$ cat src/design/ara_pkg.sv
package ara_pkg;

    // coordinate range of the atlas
    localparam int COORD_BITS = 12;
    localparam int DIM_W      = COORD_BITS + 1;
    localparam int IN_W       = 13;
    localparam int PAD_W      = IN_W + 1;
    localparam int SIZE_W     = 13;
    localparam int CFG_W      = 13;
    localparam int CFG_IDX_W  = 2;

    localparam int MAX_FREE_RECTS_DEF = 256;

    localparam logic [DIM_W-1:0]  DIM_LIMIT   = DIM_W'(1) << COORD_BITS;
    localparam logic [DIM_W-1:0]  COORD_MAX   = DIM_LIMIT - DIM_W'(1);
    localparam logic [PAD_W-1:0]  SIZE_MAX    = PAD_W'((1 << SIZE_W) - 1);
    localparam logic [DIM_W-1:0]  MIN_SPLIT   = DIM_W'(2);

    // configuration register indexes
    localparam logic [CFG_IDX_W-1:0] CFG_ATLAS_WIDTH  = 2'd0;
    localparam logic [CFG_IDX_W-1:0] CFG_ATLAS_HEIGHT = 2'd1;
    localparam logic [CFG_IDX_W-1:0] CFG_SLOT_PADDING = 2'd2;

    localparam logic [CFG_W-1:0] ATLAS_WIDTH_RST  = 13'd1024;
    localparam logic [CFG_W-1:0] ATLAS_HEIGHT_RST = 13'd1024;
    localparam logic [3:0]       SLOT_PADDING_RST = 4'd1;

    typedef enum logic [1:0] {
        ST_PLACED = 2'd0,
        ST_NOFIT  = 2'd1,
        ST_FULL   = 2'd2
    } status_t;

    typedef struct packed {
        logic [IN_W-1:0] image_width;
        logic [IN_W-1:0] image_height;
    } in_item_t;

    typedef struct packed {
        status_t               status;
        logic [COORD_BITS-1:0] place_x;
        logic [COORD_BITS-1:0] place_y;
        logic [SIZE_W-1:0]     padded_width;
        logic [SIZE_W-1:0]     padded_height;
    } out_item_t;

    // one free rectangle
    typedef struct packed {
        logic [DIM_W-1:0] x;
        logic [DIM_W-1:0] y;
        logic [DIM_W-1:0] w;
        logic [DIM_W-1:0] h;
    } rect_t;

    // per-cycle control of the cell row
    typedef struct packed {
        logic shift;
        logic load;
    } cell_ctrl_t;

    // guillotine split of the chosen rectangle
    typedef struct packed {
        logic  need_split;
        rect_t piece_a;
        rect_t piece_b;
    } split_t;

    // padded size fits in the rectangle
    function automatic logic rect_fits(rect_t r, logic [PAD_W-1:0] pw, logic [PAD_W-1:0] ph);
        return (pw <= PAD_W'(r.w)) && (ph <= PAD_W'(r.h));
    endfunction

endpackage

$ cat src/design/ara_cell.sv
module ara_cell
    import ara_pkg::*;
(
    input  logic       clk,
    input  cell_ctrl_t ctrl,
    input  rect_t      nbr,
    input  rect_t      load_data,
    output rect_t      rect
);

    rect_t rect_reg;
    rect_t rect_next;

    // load a root rectangle, take the neighbor's entry, or hold
    always_comb
    begin
        rect_next = rect_reg;
        if (ctrl.load)
        begin
            rect_next = load_data;
        end
        else if (ctrl.shift)
        begin
            rect_next = nbr;
        end
    end

    always_ff @(posedge clk)
    begin
        rect_reg <= rect_next;
    end

    assign rect = rect_reg;

endmodule

$ cat config.mk
export PLATFORM = sky130hd
export DESIGN_NAME = ara_cell
export DESIGN_NICKNAME = d
export VERILOG_FILES = /design/src/design/ara_pkg.sv /design/src/design/ara_cell.sv
export SDC_FILE = /design/constraint.sdc
export NUM_CORES = 1
export LEC_CHECK = 0
export BUFFER_PORTS_ARGS = -buffer_cell sky130_fd_sc_hd__buf_2
export CAP_MARGIN = 30
export CORE_MARGIN = 2
export CORE_UTILIZATION = 45
export DETAILED_ROUTE_END_ITERATION = 7
export HOLD_SLACK_MARGIN = 0.15
export PLACE_DENSITY = 0.85
export SYNTH_ARGS = -nofsm -noshare
export SYNTH_HDL_FRONTEND = slang
export SYNTH_SLANG_ARGS = --single-unit
$ cat constraint.sdc
create_clock -name clk -period 3.6 [get_ports clk]
set_input_delay 0.18 -clock clk [delete_from_list [all_inputs] [get_ports clk]]
set_output_delay 0.18 -clock clk [all_outputs]
set_load 0.005 [all_outputs]
======== Word-level counts from Yosys, hierarchy flattened ========
Cells that the tools add are included.
word-level totals
  input bits .............................. 107
  memory bits (writable) .................. 0
  latch bits .............................. 0
  memories ................................ 0
  word-level logic and storage cells ...... 7
  flip-flop bits (word level) ............. 52
  bits in read-only memories .............. 0
cells by class
  $mul .................................... 0
  $add $sub $neg .......................... 0
  mux-type cells .......................... 2
  div/mod/pow operators ................... 0
  equal/unequal tests ..................... 0
  shifts and indexed selects .............. 0
  $lt $le $gt $ge ......................... 0
  bitwise operators ....................... 0
  reductions and logical operators ........ 1
operator list
  kind               count
  $mux 52            2
  $reduce_bool 2->1  1

======== Depth between registers and ports, before layout ========
  depth after elaboration ................. 2
  mapped depth ............................ 3

======== Least setup slack after synthesis ========
No wires, ideal clock.
  kind .................................... input -> register
  start ................................... in ctrl[0] in the netlist's numbering
  end ..................................... reg rect_reg, in the netlist rect[0], enable pin
  slack ................................... 1.521 ns
  arrival ................................. 1.666 ns
  path buffers ............................ 2
  data required time ...................... 3.188 ns
  cell stages on the path ................. 3
  cells stage by stage .................... buf_6 buf_12 or2_1
on the way
  cells in the longest elaborated chain, start to end .. 1
RTL lines
  what                                line            source
  start: declaration                  ara_cell.sv:5   input cell_ctrl_t ctrl,
  $reduce_bool 2->1 (no source line)  -
  end signal: assignment              ara_cell.sv:30  rect_reg <= rect_next;
  end: declaration                    ara_cell.sv:11  rect_t rect_reg;
Every way passes these cells.
A chain may end at the register's enable or synchronous reset.

==> impl_metrics.csv <==
group,metric,value,unit
clocking,hold_buffers,0,
cells_and_area,final_cell_mix,"buf_2 (158), edfxtp_1 (52), mux2_4 (49), clkbuf_8 (5), mux2_2 (3)",
logic_synthesis,syn_area,2450,sq um
routing,totalWireLength,5.34,mm
floorplanning,initial_core_util,47.3,%
timing,finalSetupTns,0,ps
placed_design,io_buffers,158,
timing,period_share,45.9,%
logic_synthesis,yosysWarningCount,0,
power,p_per_area,415,nW/um^2
placed_design,routabilityCongestion,0.698,
floorplanning,rows,26,
logic_synthesis,synth_fa_ha_area_share,0,%
routing,wl_per_cell,15.6,um
min_path,hold_path_class,"in2reg",
clocking,cts-resized-gates,0,
clocking,post-cts-setup-buffer-count,0,
power,ir_drop,0.000244,V
floorplanning,die_h,77.8,um
cells_and_area,num_antenna_cells,0,
power,p_leak,1.64,nW
logic_synthesis,synth_cells,111,
placed_design,dp.cells,335,
cells_and_area,ff_latch_area,1560,sq um
run,maxCapViolations,0,
clocking,cts_made_buffers,5,
worst_setup_path,worstSetupStartpointType,"input port",
routing,firstDrtPassIters,4,
grt,antenna_found_initial,0,
timing,layout_min_cycle_time,1650,ps
logic_synthesis,synth_xor_area_share,0,%
worst_setup_path,worst_ep_arrival_time,1710,ps
placed_design,place_ws,1580,ps
worst_setup_path,critPathKind,"in2reg",
routing,post-route-drc-count,0,
clocking,clockRootBuffer,"clkbuf_8",
clocking,path_clk_slew,90,ps
timing,fmax,605,MHz
floorplanning,num_io_pins,159,
cells_and_area,largest_reg_flops,52,
floorplanning,chipWidth,77.8,um
worst_setup_path,worstPathRequired,3650,ps
timing,finalMaxSlewViolations,0,
routing,vias_per_cell,4.63,
logic_synthesis,yosys.area_share.simple,0.255,%
worst_setup_path,end_kind,"flip-flop",
cells_and_area,drive_gt1_share,80.6,%
timing,setup_violations,0,
cells_and_area,layout_commonest_cell,"buf_2",
cells_and_area,fin_cells,343,
routing,final_antenna_net_count,0,
timing,slew_headroom,51.5,%
logic_synthesis,synth-compound-area-share,0,%
timing,worstMarginPinSlew,727,ps
grt,grt_pass1_vias,1577,
timing,fin_ws,1950,ps
routing,dr.first_iter.drc_count,44,
logic_synthesis,ys_seq_area_share,63.8,%
clocking,clockBufferDepth,2,
cells_and_area,multi_input_area,776,sq um
clocking,cts_tree,"yes",
grt,grt_pass1_wl,8.05,mm
worst_setup_path,worstPathMaxFanout,29,
logic_synthesis,synthDistinctLibCells,6,
routing,vias,1588,
grt,gr-total-overflow,0,
cells_and_area,fillers,382,
logic_synthesis,ys_ff_latch,52,
floorplanning,core-area,5170,sq um
clocking,cts_sinks,52,
cells_and_area,syn_to_final_growth,37.0,%
floorplanning,die_area,6050,sq um
run_status,outcome,"finished clean",
clocking,h-tree-depth,2,
grt,grt_usage,17.1,%
cells_and_area,final_nets,379,
logic_synthesis,syn-num-nets,218,
timing,hold_violations,0,
logic_synthesis,synth_top_family_by_area,"multiplexers",
logic_synthesis,synth_area_per_cell,22.1,sq um
timing,rsz0062_at_grt,"false",
logic_synthesis,synthMuxAreaShare,31.4,%
grt,grt_max_degree,34,
cell type report:
type	count	share of cell area, %
Clock buffer	5	2.05
Clock inverter	3	1.27
Multi-Input combinational cell	53	23.1
Sequential cell	52	46.5
Tap cell	70	2.61
Timing Repair Buffer	160	24.4
cells by family after synthesis:
group                  count (synthesis)
multiplexers                          52
flip-flops                            52
AND/OR/NAND/NOR                        1
buffers and inverters                  6
per-layer routing:
metal / track usage (%) / part of all wire, %
met1: 19.6 / 37
met5: 0 / 0
met4: 4.29 / 0.67
met3: 3.14 / 7.6
met2: 32.5 / 55
worst paths after layout:
| kind | from | end | slack (ps) | cells past startpoint |
|---|---|---|---|---|
| worst min-delay path | load_data[35] | rect[35]$_DFFE_PP_ | 180 | 2 |
| worst max-delay path | ctrl[0] | rect[51]$_DFFE_PP_ | 1950 | 3 |
critical path, cell delays in order:
cell and delay (ps):
buf_2 560, buf_4 560, mux2_2 390
power by group:
group / total [W] / switching [W] / internal [W]
Clock: 0.000392 / 0.000186 / 0.000206
Sequential: 0.000759 / 0.0000170 / 0.000742
Combinational: 0.000242 / 0.0000907 / 0.000151
synthesized netlist by cell type:
cell | count | area [sq um]
mux2_4 | 49 | 736
mux2_2 | 3 | 33.8
buf_6 | 1 | 11.3
edfxtp_1 | 52 | 1560
or2_1 | 1 | 6.26
buf_12 | 5 | 100
metrics by stage:
stage	instance area, sq um	total power (W)	utilization (%)	hold slack, ps
floorplan	2450	0.000891	-	397
global placement	3220	0.00101	62.3	481
detailed placement	3240	0.00102	62.7	484
CTS	3350	0.00141	64.9	164
global route	3350	0.00145	64.9	166
finish	3350	0.00139	64.9	177
Power figures use the tool's default switching activity.
