`config.mk`:
```
export PLATFORM = sky130hd
export DESIGN_NAME = ara_split
export DESIGN_NICKNAME = d
export VERILOG_FILES = /design/src/design/ara_pkg.sv /design/src/design/ara_split.sv
export SDC_FILE = /design/constraint.sdc
export NUM_CORES = 1
export LEC_CHECK = 0
export BUFFER_PORTS_ARGS = -buffer_cell sky130_fd_sc_hd__buf_2
export CELL_PAD_IN_SITES_DETAIL_PLACEMENT = 2
export CELL_PAD_IN_SITES_GLOBAL_PLACEMENT = 2
export CORE_MARGIN = 4
export CORE_UTILIZATION = 27
export DETAILED_ROUTE_END_ITERATION = 8
export PLACE_DENSITY = 0.95
export SLEW_MARGIN = 20
export SYNTH_ARGS = -nofsm -noshare
export SYNTH_HDL_FRONTEND = slang
export SYNTH_SLANG_ARGS = --single-unit
```
`constraint.sdc`:
```
create_clock -name vclk -period 5.8
set_input_delay 0.58 -clock vclk [all_inputs]
set_output_delay 0.58 -clock vclk [all_outputs]
set_load 0.05 [all_outputs]
```
`src/design/ara_pkg.sv`:
```
package ara_pkg;

    // coordinate range of the atlas
    localparam int COORD_BITS = 12;
    localparam int DIM_W      = COORD_BITS + 1;
    localparam int IN_W       = 13;
    localparam int PAD_W      = IN_W + 1;
    localparam int SIZE_W     = 13;
    localparam int CFG_W      = 13;
    localparam int CFG_IDX_W  = 2;

    localparam int MAX_FREE_RECTS_DEF = 256;

    localparam logic [DIM_W-1:0]  DIM_LIMIT   = DIM_W'(1) << COORD_BITS;
    localparam logic [DIM_W-1:0]  COORD_MAX   = DIM_LIMIT - DIM_W'(1);
    localparam logic [PAD_W-1:0]  SIZE_MAX    = PAD_W'((1 << SIZE_W) - 1);
    localparam logic [DIM_W-1:0]  MIN_SPLIT   = DIM_W'(2);

    // configuration register indexes
    localparam logic [CFG_IDX_W-1:0] CFG_ATLAS_WIDTH  = 2'd0;
    localparam logic [CFG_IDX_W-1:0] CFG_ATLAS_HEIGHT = 2'd1;
    localparam logic [CFG_IDX_W-1:0] CFG_SLOT_PADDING = 2'd2;

    localparam logic [CFG_W-1:0] ATLAS_WIDTH_RST  = 13'd1024;
    localparam logic [CFG_W-1:0] ATLAS_HEIGHT_RST = 13'd1024;
    localparam logic [3:0]       SLOT_PADDING_RST = 4'd1;

    typedef enum logic [1:0] {
        ST_PLACED = 2'd0,
        ST_NOFIT  = 2'd1,
        ST_FULL   = 2'd2
    } status_t;

    typedef struct packed {
        logic [IN_W-1:0] image_width;
        logic [IN_W-1:0] image_height;
    } in_item_t;

    typedef struct packed {
        status_t               status;
        logic [COORD_BITS-1:0] place_x;
        logic [COORD_BITS-1:0] place_y;
        logic [SIZE_W-1:0]     padded_width;
        logic [SIZE_W-1:0]     padded_height;
    } out_item_t;

    // one free rectangle
    typedef struct packed {
        logic [DIM_W-1:0] x;
        logic [DIM_W-1:0] y;
        logic [DIM_W-1:0] w;
        logic [DIM_W-1:0] h;
    } rect_t;

    // per-cycle control of the cell row
    typedef struct packed {
        logic shift;
        logic load;
    } cell_ctrl_t;

    // guillotine split of the chosen rectangle
    typedef struct packed {
        logic  need_split;
        rect_t piece_a;
        rect_t piece_b;
    } split_t;

    // padded size fits in the rectangle
    function automatic logic rect_fits(rect_t r, logic [PAD_W-1:0] pw, logic [PAD_W-1:0] ph);
        return (pw <= PAD_W'(r.w)) && (ph <= PAD_W'(r.h));
    endfunction

endpackage

```
`src/design/ara_split.sv`:
```
module ara_split
    import ara_pkg::*;
(
    input  rect_t            f,
    input  logic [PAD_W-1:0] pw,
    input  logic [PAD_W-1:0] ph,
    output split_t           split
);

    logic [DIM_W-1:0] pw_d;
    logic [DIM_W-1:0] ph_d;
    logic [DIM_W-1:0] rw;
    logic [DIM_W-1:0] rh;

    // leftovers, meaningful only when the padded size fits
    always_comb
    begin
        pw_d = pw[DIM_W-1:0];
        ph_d = ph[DIM_W-1:0];
        rw   = f.w - pw_d;
        rh   = f.h - ph_d;
    end

    // cut along the shorter leftover
    always_comb
    begin
        split.need_split = (rw >= MIN_SPLIT) || (rh >= MIN_SPLIT);
        if (rh <= rw)
        begin
            split.piece_a = '{x: f.x,        y: f.y + ph_d, w: pw_d, h: rh};
            split.piece_b = '{x: f.x + pw_d, y: f.y,        w: rw,   h: f.h};
        end
        else
        begin
            split.piece_a = '{x: f.x + pw_d, y: f.y,        w: rw,   h: ph_d};
            split.piece_b = '{x: f.x,        y: f.y + ph_d, w: f.w,  h: rh};
        end
    end

endmodule

```
Yosys cells after proc, flatten, opt, wreduce, memory -nomap -nowiden
Cells that the tools add are included.
{ "word_totals": {"ff_bits": 0, "output_inout_bits": 105, "elab_cells": 9} }
{ "classes": {"add_sub_neg": 4, "n_lt_le_gt_ge": 3, "mux": 1, "reduce_logical": 1} }
{ "op_table": {"columns": ["operator", "count"], "rows": [
  ["$mux 104", 1],
  ["$add 13x13->13", 2],
  ["$ge 13x2->1 const B", 2],
  ["$sub 13x13->13", 2],
  ["$le 13x13->1", 1],
  ["$logic_or 1x1->1", 1]
]} }

Depth between registers and ports, before layout
{ "logic_depth": {"ltp_word": 3, "ltp_mapped": 22} }

Least setup slack after synthesis
No wires, ideal clock.
{ "synth_timing": {"kind": "input port to output port", "start": "input port pw[1]", "end": "output port split[13] (netlist bit)", "arrival_time_ps": 4971, "setup_slack_ps": 249, "cell_stages": 22, "cell_sequence": "inv_1 -> ha_1 -> nor2b_1 -> o211a_1 -> o31ai_1 -> a21oi_1 -> a21o_1 -> a21oi_1 -> xnor2_1 -> inv_1 -> ha_1 -> nand4_1 -> nor3_1 -> o21bai_1 -> a31oi_1 -> maj3_2 -> maj3_2 -> a22o_1 -> buf_6 -> buf_8 -> buf_4 -> mux2i_1"} }
{ "synth_lines": {"columns": ["element", "line_no", "source"], "rows": [
  ["start: declaration", "ara_split.sv:5", "input logic [PAD_W-1:0] pw,"],
  ["end: declaration", "ara_split.sv:7", "output split_t split"]
]} }

==> flow_metrics.py <==
metrics = {
    "global_route": {
        "first_global_vias": 4850,
        "grt_max_degree": 45,
        "grt_pass1_wl_um": 24360,
        "track_usage_pct": 17.56,
        "antenna_found_initial": 0,
        "grt_overflow": 0,
    },
    "timing": {
        "fmax_mhz": 177.3,
        "hold_viol": 0,
        "finalSetupViolations": 0,
        "min_period_ns": 5.640,
        "maxSlewViolCount": 0,
        "maxSlewHeadroom_pct": 58.42,
        "finalCritPeriodShare_pct": 97.23,
        "tightest_slew_ns": 0.6193,
        "tns_ns": 0,
        "timing.hold.ws_ns": 1.570,
    },
    "finish": {
        "clkbuf_count": 0,
        "drive_above_1_share_pct": 46.42,
        "area_delta_synth_final_pct": 39.43,
        "nets": 802,
        "antenna_cells": 0,
        "seq_area_um2": 0,
        "seq_cells": 0,
    },
    "worst_setup_path": {
        "critPathMaxStageDelay_ns": 0.36,
        "worst_ep_arrival_time_ns": 5.06,
        "crit_chain": "buf_2 > inv_2 > ha_1 > nor2b_1 > o211a_1 > o31ai_2 > buf_4 > a21oi_1 > a21o_1 > a21oi_2 > xnor2_2 > inv_1 > ha_1 > nand4_1 > nor3_2 > o21bai_1 > a31oi_1 > maj3_2 > maj3_2 > a22o_4 > clkbuf_16 > mux2_4 > buf_4",
        "worstPathRequired_ns": 5.22,
        "cpMaxStageDelayCell": "maj3_2",
        "end_kind": "output port",
        "cp-startpoint": "pw[1]",
        "path_max_fanout": 5,
        "crit_path_end": "split[82]",
        "worstSetupStartpointType": "input port",
        "crit_type": "in2out",
    },
    "die": {
        "die_y_um": 128.5,
        "die-width_um": 128.5,
        "start_util_pct": 27.93,
        "core-area_mm2": 0.01404,
        "die-area_mm2": 0.01652,
        "io_pins": 185,
        "row_count": 43,
    },
    "detailed_routing": {
        "drtIter0Drc": 76,
        "vias": 4409,
        "post_drt_wl_per_cell_um": 20.52,
        "firstDrtPassIters": 4,
        "post-route-drc-count": 0,
        "viasPerCell": 5.268,
        "ant_nets": 0,
        "wl_um": 17180,
    },
    "run_status": {
        "status": "finished clean",
    },
    "pwr": {
        "power.density_mw_per_mm2": 504.0,
        "ir_drop_mv": 0.2560,
        "p_leak_nw": 2.807,
    },
    "synth": {
        "yosys-top-cells-area": "ha_1 (19%), mux2_4 (15%), mux2_2 (13%)",
        "ys_warn_count": 0,
        "syn_area_mm2": 0.003923,
        "yosysSeqAreaShare_pct": 0,
        "synthDistinctLibCells": 49,
        "synth_area_per_cell_um2": 8.509,
        "netlist_instances": 461,
        "synth_nets": 604,
        "synth_top_area_share_pct": 18.82,
        "yosysTopAreaCell": "ha_1",
    },
    "clock_tree": {
        "postCtsHoldBufs": 0,
    },
    "hold_path": {
        "hold_class": "in2out",
        "hp-start": "f[11]",
    },
    "placed_design": {
        "numPortBuffers": 183,
        "dp.final_hpwl_um": 13800,
        "gp_congestion": 0.7725,
    },
    "flow_run": {
        "drv_cap": 0,
    },
}
## where the power goes
part	switching [W]	internal [W]	leakage [nW]	total [W]
registers	0	0	0	0
clock network	0	0	0	0
logic	0.00175	0.00100	2.81	0.00276
## placed cells by master (no fill, tap or decap), types with 4 or more instances in the layout
| cell | instances |
|---|---|
| a21o_1 | 6 |
| a21oi_1 | 30 |
| buf_2 | 130 |
| buf_4 | 54 |
| buf_6 | 6 |
| clkbuf_16 | 5 |
| clkbuf_4 | 7 |
| fa_1 | 4 |
| ha_1 | 59 |
| inv_1 | 46 |
| mux2_2 | 44 |
| mux2_4 | 39 |
| mux2i_1 | 21 |
| nand2_1 | 15 |
| nand2b_1 | 6 |
| nand3_1 | 11 |
| nor2_1 | 20 |
| nor2b_1 | 14 |
| nor3_1 | 12 |
| nor4_1 | 4 |
| o21a_1 | 11 |
| o21ai_0 | 15 |
| o21bai_1 | 4 |
| xnor2_1 | 35 |
| xor2_1 | 7 |
## worst max-delay path, delay by kind of cell
kind	cells	cell delay [ns]
and+or+nand+nor	3	0.51
adders and majority gates	4	1.29
buffers and inverters	6	0.78
AOI/OAI and AO/OA	8	1.44
xor gates and xnor gates	1	0.14
muxes	1	0.30
## timing repair
action / CTS / global route
setup endpoints to repair: 0 / 104
setup buffers: 0 / 2
gates resized for setup: 0 / 111
## cells by family (layout without fill, tap and decap cells)
| kind of cell | after synthesis | count (layout) | share of synthesized area [%] |
|---|---|---|---|
| compound gates | 93 | 95 | 15.44 |
| xor+xnor | 43 | 43 | 9.601 |
| fa+ha+maj | 65 | 65 | 21.44 |
| buf+inv | 59 | 253 | 8.102 |
| mux | 104 | 104 | 32.92 |
| simple gates | 97 | 97 | 12.50 |
## how the worst min path moves through the flow
stage	slack (ns)	depth (start not counted)	to
after floorplan	1.38	1	split[49]
after global placement	1.58	4	split[52]
after detailed placement	1.60	4	split[52]
after CTS	1.60	4	split[52]
after global routing	1.59	3	split[11]
final	1.57	3	split[11]
## cell type report
cell class                 count  area (um^2)
multi-input combinational    404         3676
tap                          180        225.2
fill                        1590         8573
inverter                      47        176.4
timing repair buffer         206         1391
## per-stage QoR
stage,total power [W],instance area [um^2],setup WS (ns),utilization [%],instances
floorplan,0.001998,3923,0.2486,-,461
global placement,0.002375,5061,0.1319,36.04,824
detailed placement,0.002451,5061,0.05780,36.04,824
CTS,0.002459,5061,0.04732,36.04,824
global route,0.002880,5469,-0.1143,38.95,837
finish,0.002756,5469,0.1605,38.95,837
## cells in the mapped netlist (2+ instances only)
library cell	number
o21ai_0	15
buf_12	4
mux2i_1	21
a41oi_1	3
a211oi_1	2
or2_2	3
nor2_1	20
mux2_4	39
nor4_1	4
o21a_1	11
maj3_2	2
nand4_1	3
o211a_1	2
buf_4	2
nor2b_1	14
o31a_1	3
a21oi_1	31
buf_2	4
or3_1	2
mux2_2	44
nor3_1	13
and2_1	3
xor2_1	7
xnor2_1	36
fa_1	4
ha_1	59
nand2_1	15
o211ai_1	3
nand3_1	11
a31oi_1	3
nand2b_1	6
a21o_1	6
inv_1	47
o21bai_1	4
## metal layers
metal / track usage, % / vias to the layer above / wire length, um
met5: 0 / - / 0
met4: 2.347 / 0 / 305
met3: 2.615 / 26 / 955
met2: 36.99 / 146 / 9442
met1: 18.35 / 2151 / 6475
li1: - / 2086 / -
Note: power is estimated with default switching activity, not from simulation.
